===== config.mk =====
export PLATFORM = sky130hd
export DESIGN_NAME = packet_deframer_crc32_check
export DESIGN_NICKNAME = d
export VERILOG_FILES = /design/src/design/dfcc_pkg.sv /design/src/design/packet_deframer_crc32_check.sv /design/src/design/dfcc_parser.sv /design/src/design/dfcc_result_queue.sv
export SDC_FILE = /design/constraint.sdc
export NUM_CORES = 1
export LEC_CHECK = 0
export BUFFER_PORTS_ARGS = -buffer_cell sky130_fd_sc_hd__buf_2
export CAP_MARGIN = 20
export CORE_ASPECT_RATIO = 2
export CORE_MARGIN = 2
export CORE_UTILIZATION = 25
export DETAILED_ROUTE_END_ITERATION = 8
export GPL_ROUTABILITY_DRIVEN = 1
export PLACE_DENSITY_LB_ADDON = 0.15
export SLEW_MARGIN = 20
export SYNTH_ARGS = -nofsm -noshare
export SYNTH_HDL_FRONTEND = slang
export SYNTH_HIERARCHICAL = 1
export SYNTH_SLANG_ARGS = --single-unit

===== constraint.sdc =====
create_clock -name i_clk -period 7.7 [get_ports i_clk]
set_clock_uncertainty 0.15 [all_clocks]
set_input_delay 1.54 -clock i_clk [delete_from_list [all_inputs] [get_ports i_clk]]
set_output_delay 1.54 -clock i_clk [all_outputs]
set_load 0.02 [all_outputs]

===== src/design/dfcc_pkg.sv =====
// shared types, constants and the crc-32 byte update for the packet deframer
package dfcc_pkg;

    localparam logic [4:0]  HEADER_BYTES = 5'd16;
    localparam logic [4:0]  OFS_VERSION  = 5'd2;
    localparam logic [4:0]  OFS_KIND     = 5'd3;
    localparam logic [4:0]  OFS_SEQ_END  = 5'd8;
    localparam logic [4:0]  OFS_CHECK    = 5'd12;

    localparam logic [24:0] COUNT_MAX    = '1;
    localparam logic [31:0] CRC_POLY     = 32'hEDB8_8320;
    localparam logic [31:0] CRC_INIT     = 32'hFFFF_FFFF;

    localparam logic [15:0] MAGIC_RESET   = 16'd0;
    localparam logic [7:0]  VERSION_RESET = 8'd1;
    localparam logic [23:0] MAXLEN_RESET  = 24'd4096;

    localparam int QUEUE_AW    = 2;
    localparam int QUEUE_DEPTH = 2 ** QUEUE_AW;

    typedef enum logic [1:0] {
        REG_MAGIC   = 2'd0,
        REG_VERSION = 2'd1,
        REG_MAXLEN  = 2'd2
    } t_reg_index;

    typedef enum logic [2:0] {
        ST_OK        = 3'd0,
        ST_SHORT     = 3'd1,
        ST_MAGIC     = 3'd2,
        ST_VERSION   = 3'd3,
        ST_LENGTH    = 3'd4,
        ST_TOO_LARGE = 3'd5,
        ST_CRC       = 3'd6
    } t_status;

    typedef struct packed {
        logic        valid;
        logic [1:0]  index;
        logic [23:0] data;
    } t_cfg_write;

    typedef struct packed {
        logic        payload_valid;
        logic [7:0]  payload_data;
        logic        frame_done;
        t_status     frame_status;
        logic [7:0]  message_kind;
        logic [31:0] sequence_number;
    } t_result;

    function automatic logic [31:0] crc32_byte(input logic [31:0] crc, input logic [7:0] b);
        logic [31:0] c;
        c = crc ^ {24'd0, b};
        for (int i = 0; i < 8; i++) begin
            c = c[0] ? ((c >> 1) ^ CRC_POLY) : (c >> 1);
        end
        return c;
    endfunction

endpackage


===== src/design/packet_deframer_crc32_check.sv =====
// top level of the packet deframer with crc-32 check
// Takes one frame byte per clock while full is low; the header is captured and the
// byte-wide crc-32 update runs in the same cycle, so a byte's result (forwarded payload
// byte or end-of-frame status) enters a four-entry result queue at the acceptance edge and
// can be popped from the next cycle on. Sustained rate is one byte per cycle; input stalls
// only when the result queue is full. Configuration writes are always ready.
module packet_deframer_crc32_check
    import dfcc_pkg::*;
(
    input  logic        i_clk,
    input  logic        i_rst_n,
    input  logic        push,
    output logic        full,
    input  logic [7:0]  i_stream_byte,
    input  logic        i_frame_end,
    output logic        empty,
    input  logic        pop,
    output logic        o_payload_valid,
    output logic [7:0]  o_payload_data,
    output logic        o_frame_done,
    output logic [2:0]  o_frame_status,
    output logic [7:0]  o_message_kind,
    output logic [31:0] o_sequence_number,
    input  logic        i_cfg_valid,
    output logic        o_cfg_ready,
    input  logic [1:0]  i_cfg_index,
    input  logic [23:0] i_cfg_data
);

    logic       w_accept;
    logic       w_pop;
    logic       w_res_valid;
    t_result    w_res;
    t_result    w_head;
    t_cfg_write w_cfg;

    assign o_cfg_ready = 1'b1;
    assign w_cfg.valid = i_cfg_valid;
    assign w_cfg.index = i_cfg_index;
    assign w_cfg.data  = i_cfg_data;

    assign w_accept = push && !full;
    assign w_pop    = pop && !empty;

    dfcc_parser u_parser (
        .i_clk         (i_clk),
        .i_rst_n       (i_rst_n),
        .i_cfg         (w_cfg),
        .i_accept      (w_accept),
        .i_stream_byte (i_stream_byte),
        .i_frame_end   (i_frame_end),
        .o_res_valid   (w_res_valid),
        .o_res         (w_res)
    );

    dfcc_result_queue u_queue (
        .i_clk     (i_clk),
        .i_rst_n   (i_rst_n),
        .i_wr_en   (w_res_valid),
        .i_wr_data (w_res),
        .i_rd_en   (w_pop),
        .o_rd_data (w_head),
        .o_empty   (empty),
        .o_full    (full)
    );

    assign o_payload_valid   = w_head.payload_valid;
    assign o_payload_data    = w_head.payload_data;
    assign o_frame_done      = w_head.frame_done;
    assign o_frame_status    = w_head.frame_status;
    assign o_message_kind    = w_head.message_kind;
    assign o_sequence_number = w_head.sequence_number;

    a_end_gives_result: assert property (@(posedge i_clk) disable iff (!i_rst_n)
        (w_accept && i_frame_end) |-> w_res_valid)
        else $error("frame end transfer produced no result");

    a_short_clears_fields: assert property (@(posedge i_clk) disable iff (!i_rst_n)
        (w_res_valid && w_res.frame_done && w_res.frame_status == ST_SHORT)
        |-> (w_res.sequence_number == 32'd0 && w_res.message_kind == 8'd0))
        else $error("short header result carries header fields");

    a_write_not_full: assert property (@(posedge i_clk) disable iff (!i_rst_n)
        w_res_valid |-> !full)
        else $error("result written into a full queue");

    a_reset_empty: assert property (@(posedge i_clk)
        !i_rst_n |=> (empty && !full))
        else $error("queue not empty after reset");

endmodule


===== src/design/dfcc_parser.sv =====
// front end: header capture, crc update, payload gating and frame status
module dfcc_parser
    import dfcc_pkg::*;
(
    input  logic       i_clk,
    input  logic       i_rst_n,
    input  t_cfg_write i_cfg,
    input  logic       i_accept,
    input  logic [7:0] i_stream_byte,
    input  logic       i_frame_end,
    output logic       o_res_valid,
    output t_result    o_res
);

    logic [15:0] r_exp_magic;
    logic [7:0]  r_exp_version;
    logic [23:0] r_max_len;

    logic [4:0]  r_pos,      n_pos;
    logic [15:0] r_magic,    n_magic;
    logic [7:0]  r_version,  n_version;
    logic [7:0]  r_kind,     n_kind;
    logic [31:0] r_sequence, n_sequence;
    logic [31:0] r_length,   n_length;
    logic [31:0] r_check,    n_check;
    logic [31:0] r_crc,      n_crc;
    logic [24:0] r_count,    n_count;

    logic    fwd;
    t_status status;

    always_ff @(posedge i_clk) begin
        if (!i_rst_n) begin
            r_exp_magic   <= MAGIC_RESET;
            r_exp_version <= VERSION_RESET;
            r_max_len     <= MAXLEN_RESET;
        end else if (i_cfg.valid) begin
            case (i_cfg.index)
                REG_MAGIC:   r_exp_magic   <= i_cfg.data[15:0];
                REG_VERSION: r_exp_version <= i_cfg.data[7:0];
                REG_MAXLEN:  r_max_len     <= i_cfg.data;
                default:     ;
            endcase
        end
    end

    always_comb begin
        n_pos      = r_pos;
        n_magic    = r_magic;
        n_version  = r_version;
        n_kind     = r_kind;
        n_sequence = r_sequence;
        n_length   = r_length;
        n_check    = r_check;
        n_crc      = r_crc;
        n_count    = r_count;
        fwd        = 1'b0;

        if (r_pos < HEADER_BYTES) begin
            if (r_pos < OFS_VERSION) begin
                n_magic = {r_magic[7:0], i_stream_byte};
            end else if (r_pos == OFS_VERSION) begin
                n_version = i_stream_byte;
            end else if (r_pos == OFS_KIND) begin
                n_kind = i_stream_byte;
            end else if (r_pos < OFS_SEQ_END) begin
                n_sequence = {r_sequence[23:0], i_stream_byte};
            end else if (r_pos < OFS_CHECK) begin
                n_length = {r_length[23:0], i_stream_byte};
            end else begin
                n_check = {r_check[23:0], i_stream_byte};
            end
            if (r_pos < OFS_CHECK) begin
                n_crc = crc32_byte(r_crc, i_stream_byte);
            end
            n_pos = r_pos + 5'd1;
        end else begin
            n_crc = crc32_byte(r_crc, i_stream_byte);
            if (r_count != COUNT_MAX) begin
                n_count = r_count + 25'd1;
            end
            fwd = (r_magic == r_exp_magic) && (r_version == r_exp_version)
                && (r_length <= {8'd0, r_max_len})
                && ({7'd0, n_count} <= r_length);
        end

        if (n_pos < HEADER_BYTES) begin
            status = ST_SHORT;
        end else if (n_magic != r_exp_magic) begin
            status = ST_MAGIC;
        end else if (n_version != r_exp_version) begin
            status = ST_VERSION;
        end else if (n_length != {7'd0, n_count}) begin
            status = ST_LENGTH;
        end else if (n_length > {8'd0, r_max_len}) begin
            status = ST_TOO_LARGE;
        end else if (~n_crc != n_check) begin
            status = ST_CRC;
        end else begin
            status = ST_OK;
        end

        o_res_valid           = i_accept && (fwd || i_frame_end);
        o_res.payload_valid   = fwd;
        o_res.payload_data    = fwd ? i_stream_byte : 8'd0;
        o_res.frame_done      = i_frame_end;
        o_res.frame_status    = i_frame_end ? status : ST_OK;
        o_res.message_kind    = (i_frame_end && status != ST_SHORT) ? n_kind : 8'd0;
        o_res.sequence_number = (i_frame_end && status != ST_SHORT) ? n_sequence : 32'd0;
    end

    always_ff @(posedge i_clk) begin
        if (!i_rst_n || (i_accept && i_frame_end)) begin
            r_pos      <= '0;
            r_magic    <= '0;
            r_version  <= '0;
            r_kind     <= '0;
            r_sequence <= '0;
            r_length   <= '0;
            r_check    <= '0;
            r_crc      <= CRC_INIT;
            r_count    <= '0;
        end else if (i_accept) begin
            r_pos      <= n_pos;
            r_magic    <= n_magic;
            r_version  <= n_version;
            r_kind     <= n_kind;
            r_sequence <= n_sequence;
            r_length   <= n_length;
            r_check    <= n_check;
            r_crc      <= n_crc;
            r_count    <= n_count;
        end
    end

endmodule


===== src/design/dfcc_result_queue.sv =====
// back end: small result queue that presents the oldest result to the consumer
module dfcc_result_queue
    import dfcc_pkg::*;
(
    input  logic    i_clk,
    input  logic    i_rst_n,
    input  logic    i_wr_en,
    input  t_result i_wr_data,
    input  logic    i_rd_en,
    output t_result o_rd_data,
    output logic    o_empty,
    output logic    o_full
);

    t_result r_mem [QUEUE_DEPTH];
    logic [QUEUE_AW-1:0] r_wr_ptr;
    logic [QUEUE_AW-1:0] r_rd_ptr;
    logic [QUEUE_AW:0]   r_count;

    always_ff @(posedge i_clk) begin
        if (i_wr_en) begin
            r_mem[r_wr_ptr] <= i_wr_data;
        end
    end

    always_ff @(posedge i_clk) begin
        if (!i_rst_n) begin
            r_wr_ptr <= '0;
            r_rd_ptr <= '0;
            r_count  <= '0;
        end else begin
            if (i_wr_en) begin
                r_wr_ptr <= r_wr_ptr + QUEUE_AW'(1);
            end
            if (i_rd_en) begin
                r_rd_ptr <= r_rd_ptr + QUEUE_AW'(1);
            end
            case ({i_wr_en, i_rd_en})
                2'b10:   r_count <= r_count + (QUEUE_AW+1)'(1);
                2'b01:   r_count <= r_count - (QUEUE_AW+1)'(1);
                default: ;
            endcase
        end
    end

    assign o_rd_data = r_mem[r_rd_ptr];
    assign o_empty   = (r_count == '0);
    assign o_full    = (r_count == (QUEUE_AW+1)'(QUEUE_DEPTH));

endmodule

# [Word level (Yosys, flattened, before mapping)]
# Memories as Yosys holds them, arrays and structs flattened. A register that Yosys moved wholly into a read port is not among the register bits.
# Cells that the tools add are included.
[classes] n_addsub=6 order_cmp=8 n_eq_ne=15 muxes=56 bitwise=10 reduce_logical=19
[ops] operator="$mux W32" n=28
[ops] operator="$not A13 Y14" n=8
[ops] operator="$mux W25" n=3
[ops] operator="$mux W8" n=9
[ops] operator="$gt A32 B24 Y1" n=1
[ops] operator="$le A25 B32 Y1" n=1
[ops] operator="$le A32 B24 Y1" n=1
[ops] operator="$mux W16" n=2
[ops] operator="$ne A32 B25 Y1" n=1
[ops] operator="$ne A32 B32 Y1" n=1
[ops] operator="$not A32 Y32" n=1
[ops] operator="$xor A32 B8 Y32" n=1
[ops] operator="$add A25 B1 Y25 const B" n=1
[ops] operator="$ne A25 B25 Y1 const B" n=1
[ops] operator="$mux W3" n=7
[ops] operator="$eq A16 B16 Y1" n=1
[ops] operator="$ne A16 B16 Y1" n=1
[ops] operator="$eq A5 B2 Y1 const B" n=2
[ops] operator="$lt A5 B4 Y1 const B" n=2
[ops] operator="$lt A5 B5 Y1 const B" n=2
[ops] operator="$eq A8 B8 Y1" n=1
[ops] operator="$logic_and A1 B1 Y1" n=8
[ops] operator="$ne A8 B8 Y1" n=1
[ops] operator="$pmux W3 S2" n=1
[ops] operator="other kinds (18)" n=29
[word_totals] ff_bits=245 mem_bits_rw=212 input_bits=40 output_inout_bits=56 elab_cells=130 n_memories=1
[memory_table] name="u_queue.r_mem" depth=4 width=53 rd=1 rd_clocked_by_memory_dff=1 wr=1 line_no="dfcc_result_queue.sv:15" text="t_result r_mem [QUEUE_DEPTH];"

# [Longest topological paths before layout]
[depth] ltp_word=30 mapped_depth=25 ltp_nobuf=23

# [Modules after synthesis]
# The synthesis kept the hierarchy.
[modules_own_cells] module="dfcc_parser" n_inst=1 cells_each=2044 area_per_inst_um2=15569.9 seq_area_each_um2=4764.6
[modules_own_cells] module="dfcc_result_queue" n_inst=1 cells_each=323 area_per_inst_um2=8161.6 seq_area_each_um2=6546.3
[modules_own_cells] module="packet_deframer_crc32_check" n_inst=1 cells_each=4 area_per_inst_um2=38.8 seq_area_each_um2=0.0

# [Worst setup path after synthesis]
# OpenSTA, ideal clock, no wires.
[synth_path] path_type="reg-to-reg" start="reg u_parser.r_count[3]" end="mem u_queue/r_mem[0][0] in the netlist's numbering, enable pin" setup_time_ns=0.416 arrival_ns=5.569 required_ns=7.134 path_slack_ns=1.565 stages_incl_launch_ff=20 path_buffers=3 synth_period_minus_slack_ns=6.135 path_cell_list="dfxtp_1 > buf_2 > nand4_4 > or4_4 > buf_6 > nor3_1 > clkbuf_1 > nor2_1 > xor2_1 > ha_1 > a21o_1 > a21o_1 > a21o_1 > a21o_1 > a21oi_1 > nor2b_1 > o41ai_1 > nand2_1 > o41ai_1 > and2_1"
[synth_between] elab_chain_cells=10
[synth_rtl] element="from (decl)" line_no="dfcc_parser.sv:27" text="logic [24:0] r_count, n_count;"
[synth_rtl] element="from (signal assigned)" line_no="dfcc_parser.sv:132" text="r_count <= n_count;"
[synth_rtl] element="$add A25 B1 Y25 or $ne A25 B25 Y1 (tied branches)" line_no="dfcc_parser.sv:80, dfcc_parser.sv:79"
[synth_rtl] element="$mux W25 (*)" line_no="dfcc_parser.sv:79" text="if (r_count != COUNT_MAX) begin"
[synth_rtl] element="$mux W25 (*)" line_no="dfcc_parser.sv:59" text="if (r_pos < HEADER_BYTES) begin"
[synth_rtl] element="$le A25 B32 Y1 (*)" line_no="dfcc_parser.sv:84" text="&& ({7'd0, n_count} <= r_length);"
[synth_rtl] element="$logic_and A1 B1 Y1 (*)" line_no="dfcc_parser.sv:84"
[synth_rtl] element="$mux W1 (*)" line_no="dfcc_parser.sv:59"
[synth_rtl] element="$logic_or A1 B1 Y1 (*)" line_no="dfcc_parser.sv:103" text="o_res_valid = i_accept && (fwd || i_frame_end);"
[synth_rtl] element="$logic_and A1 B1 Y1 (*)" line_no="dfcc_parser.sv:103"
[synth_rtl] element="via w_res_valid" line_no="packet_deframer_crc32_check.sv:32" text="logic w_res_valid;"
[synth_rtl] element="$mux W1 (*)" line_no="dfcc_result_queue.sv:21" text="if (i_wr_en) begin"
[synth_rtl] element="$mux W1 (not written as such) (*)" line_no="dfcc_result_queue.sv:22" text="r_mem[r_wr_ptr] <= i_wr_data;"
[synth_rtl] element="to (decl)" line_no="dfcc_result_queue.sv:15"
# Mark *: on every way through the listed nets, which the timed path passes. The rest lies on a longest branch. The select of a mux whose other input is x is not followed.

# [Worst setup path after layout]
[layout_path] start="reg u_parser.r_count[0]" end="mem u_queue/r_mem[0][9] in the netlist's numbering, enable pin"
# Same word-level chain as after synthesis.

==> impl_metrics.csv <==
group,metric,value,unit
cells_and_area,layout.cells.most_common,"nand2_1",
floorplan,rows,160,
timing,fmax,0.1606,GHz
global_route,grt_pass1_wl,110100,um
global_route,grt_max_degree,65,
yosys,synthFlopType,"dfxtp_1",
placed_design,io_buffers,94,
placed_design,gp_congestion,0.8384,
yosys,synth_nets,2492,
pwr,p_comb_share,29.0,%
pwr,p_seq_share,37.1,%
setup_path,timing.rr.start,"u_parser/r_count[0]",
cells_and_area,seq_area,11320,um2
clock_tree,clkSlewWorstSetupHoldPaths,0.06,ns
clock_tree,cts_buffers,48,
global_route,track_usage,14.76,%
cells_and_area,final_nets,2529,
route,drt_iter0_drc,1058,
route,drc,0,
global_route,overflow,0,
clock_tree,cts_tree,"built",
route,via_count,17290,
setup_path,cp_top_family,"simple AND/OR/NAND/NOR gates",
cells_and_area,nFillCells,9954,
setup_path,critPathMaxFanout,20,
clock_tree,post_cts_buffers,0,
clock_tree,max-clock-path-buffers,3,
yosys,synth-xor-area-share,8.743,%
yosys,synth_edf_count,212,
cells_and_area,areaGrowthSynthToFinish,14.34,%
setup_path,path_class,"register to register",
pwr,ir_worst_vdd,0.2336,mV
clock_tree,ctsRootBufferMaster,"clkbuf_16",
floorplan,die_h,440.1,um
pwr,power.total,7.551,mW
setup_path,arrival,6.40,ns
cells_and_area,stdcell_area,27180,um2
yosys,synth-simple-area-share,16.04,%
cells_and_area,multi_input_area,11430,um2
timing,fin_crit_sh,80.89,%
global_route,grt_pass1_vias,17000,
setup_path,cp_cell_sequence,"ha_1 -> nand3_1 -> or4_4 -> or3_1 -> nand2_1 -> xnor2_1 -> ha_1 -> a21o_1 -> a21o_1 -> a21o_1 -> a21o_1 -> a21oi_1 -> nor2b_1 -> o41ai_1 -> nand2_1 -> o41ai_2 -> buf_4 -> and2_2 -> buf_4",
timing,tns,0,ns
setup_path,worstSetupStartpoint,"u_parser/r_count[0]",
min_path,worstHoldStart,"u_parser/r_sequence[26]",
yosys,synth_cells,2371,
yosys,yosysWarnings,6,
setup_path,cp_slowest_cell,"o41ai_1",
setup_path,crit_required,7.87,ns
min_path,hp-class,"register to register",
floorplan,core,94690,um2
clock_tree,clock_sinks,459,
route,routedWlPerCell,19.91,um
floorplan,die-area,97710,um2
cells_and_area,most-common-layout-cells,"nand2_1 (450), dfxtp_1 (245), edfxtp_1 (212), a21oi_1 (192), xnor2_1 (118)",
pwr,leakage,9.485,nW
setup_path,cpMostUsedCell,"a21o_1",
timing,tightestPinTransition,1.013,ns
timing,report.final.hold_viol_count,0,
yosys,synth_top_cell_area_share,26.78,%
timing,rsz0062_at_grt,"false",
yosys,synthMuxAreaShare,7.574,%
setup_path,start_kind,"register",
pwr,p_switching,2.513,mW
route,drt-total-wl,72940,um
floorplan,die_w,222.0,um
timing,setup_viol,0,
clock_tree,htree_levels,2,
placed_design,place_area,25430,um2
placed_design,dp_cells,3573,
yosys,seq_area_frac_synth,47.58,%
pwr,power.density,277.8,nW/um2
setup_path,cp_num_buf_inv,2,
clock_tree,clock_latency,0.63,ns
cells_and_area,drive_gt1_share,12.66,%
timing,maxSlewViolCount,0,
run_status,status,"completed",
clock_tree,ctsHoldBuffers,0,
job,cap_violations,0,
yosys,syn-cell-area,23770,um2
yosys,synth_top_family_by_area,"simple AND/OR/NAND/NOR gates",
timing,maxSlewHeadroom,32.25,%
yosys,yosysTopAreaCell,"edfxtp_1",
yosys,synth_area_leaders,"edfxtp_1 (27%), dfxtp_1 (21%), nand2_1 (7.1%), mux4_2 (4.7%), xnor2_1 (4.3%)",
timing,fin_crit,6.228,ns
global_route,antenna_found_initial,1,
yosys,synthAdderAreaFrac,4.295,%
yosys,ys_ff_latch,459,
floorplan,initial_core_util,25.10,%
cells_and_area,final_cells,3663,
floorplan,io_pins,96,
placed_design,dp_hpwl,50720,um
setup_path,max_stage_delay,0.60,ns
route,antenna_left,0,
yosys,async_flop_share,0,%
yosys,synth-compound-area-share,11.25,%
route,drt_first_pass_iters,5,
yosys,syn_avg_cell_area,10.03,um2
route,vias_per_cell,4.719,
pwr,netSwitchingFraction,33.28,%
yosys,synth_cell_types,92,
clock_tree,cts_resized,0,
pwr,pwr-share-clk,33.9,%
cells_and_area,antenna_cells,0,
pwr,cell_internal_pwr,5.038,mW
setup_path,cp-end-kind,"register",
==> layer usage <==
| metal | global-route usage (%) | vias up | routed length (um) |
|---|---|---|---|
| met5 | 0 | - | 13 |
| met4 | 3.912 | 2 | 1573 |
| met3 | 1.900 | 83 | 2849 |
| met2 | 24.48 | 375 | 34180 |
| met1 | 20.20 | 8368 | 34320 |
| li1 | - | 8457 | - |
==> final timing paths <==
path,slack (ns),end,depth (start not counted)
setup reg to reg,1.47,u_queue/r_mem[0][9],19
hold / removal,0.30,u_parser/r_sequence[26],2
setup / recovery,1.47,u_queue/r_mem[0][9],19
hold reg to reg,0.30,u_parser/r_sequence[26],2
==> kinds of logic (layout without fill, tap and decap cells) <==
logic type / after synthesis / in the layout
buffers and inverters: 239 / 316
AO/OA/AOI/OAI: 427 / 427
adder cells (fa/ha/maj): 81 / 81
AND/OR/NAND/NOR: 831 / 831
flip-flops: 459 / 459
multiplexers: 112 / 112
other: 1 / 1
XOR/XNOR: 221 / 221
==> power by group through the flow <==
stage	logic, mW	clock network, mW	registers, mW
CTS	2.22	2.66	2.80
global route	2.39	2.73	2.82
detailed placement	2.21	0	2.86
floorplan	1.64	0	2.80
global placement	2.22	0	2.86
finish	2.19	2.56	2.80
==> flip-flops by register name, indices dropped and copies added, names as in the netlist, named ones only <==
signal                  cells
u_queue/r_mem             212
u_parser/r_check           32
u_parser/r_crc             32
u_parser/r_length          32
u_parser/r_sequence        32
u_parser/r_count           25
u_parser/r_max_len         24
u_parser/r_exp_magic       16
u_parser/r_magic           16
u_parser/r_exp_version      8
u_parser/r_kind             8
u_parser/r_version          8
u_parser/r_pos              5
u_queue/r_count             3
u_queue/r_rd_ptr            2
u_queue/r_wr_ptr            2
==> synthesized netlist by cell type, types with 7 or more instances <==
library cell and instances:
inv_1 91, a21o_1 19, clkbuf_1 104, a211oi_1 32
mux4_2 50, or3_1 22, o211ai_1 39, and2_1 20
nand2_1 452, nand4_1 35, nor4_1 20, nand3_1 54
nor2b_1 15, o21ai_0 44, a21boi_0 40, ha_1 80
buf_1 7, o21a_1 7, nor2_1 112, buf_2 19
nor3b_1 8, mux2i_1 57, a21oi_1 192, xnor2_1 118
dfxtp_1 247, edfxtp_1 212, and3_1 11, nor3_1 33
nand2b_1 9, xor2_1 92
==> cell type report <==
cell class / count / share of cell area, %
clock buffers: 58 / 4.861
clock inverters: 32 / 1.556
inverters: 92 / 1.271
multi-input cells: 1673 / 42.07
flip-flops and latches: 459 / 41.63
well taps: 1215 / 5.593
repair buffers: 134 / 3.020
==> through the flow <==
step	utilization, %	setup slack (ns)	hold slack (ns)
5_1_grt	28.70	1.104	0.3228
2_1_floorplan	-	1.565	0.2857
3_3_place_gp	26.86	1.536	0.2920
6_report	28.70	1.472	0.3044
4_1_cts	28.70	1.434	0.3056
3_5_place_dp	26.86	1.405	0.2964
==> worst reg2reg max path: stages, from the launching register on <==
cell	delay (ns)
dfxtp_1	0.51
ha_1	0.49
nand3_1	0.20
or4_4	0.52
or3_1	0.55
nand2_1	0.15
xnor2_1	0.10
ha_1	0.20
a21o_1	0.17
a21o_1	0.17
a21o_1	0.17
a21o_1	0.17
a21oi_1	0.14
nor2b_1	0.06
o41ai_1	0.60
nand2_1	0.16
o41ai_2	0.29
buf_4	0.21
and2_2	0.58
buf_4	0.35
(Power assumes the default switching activity.)
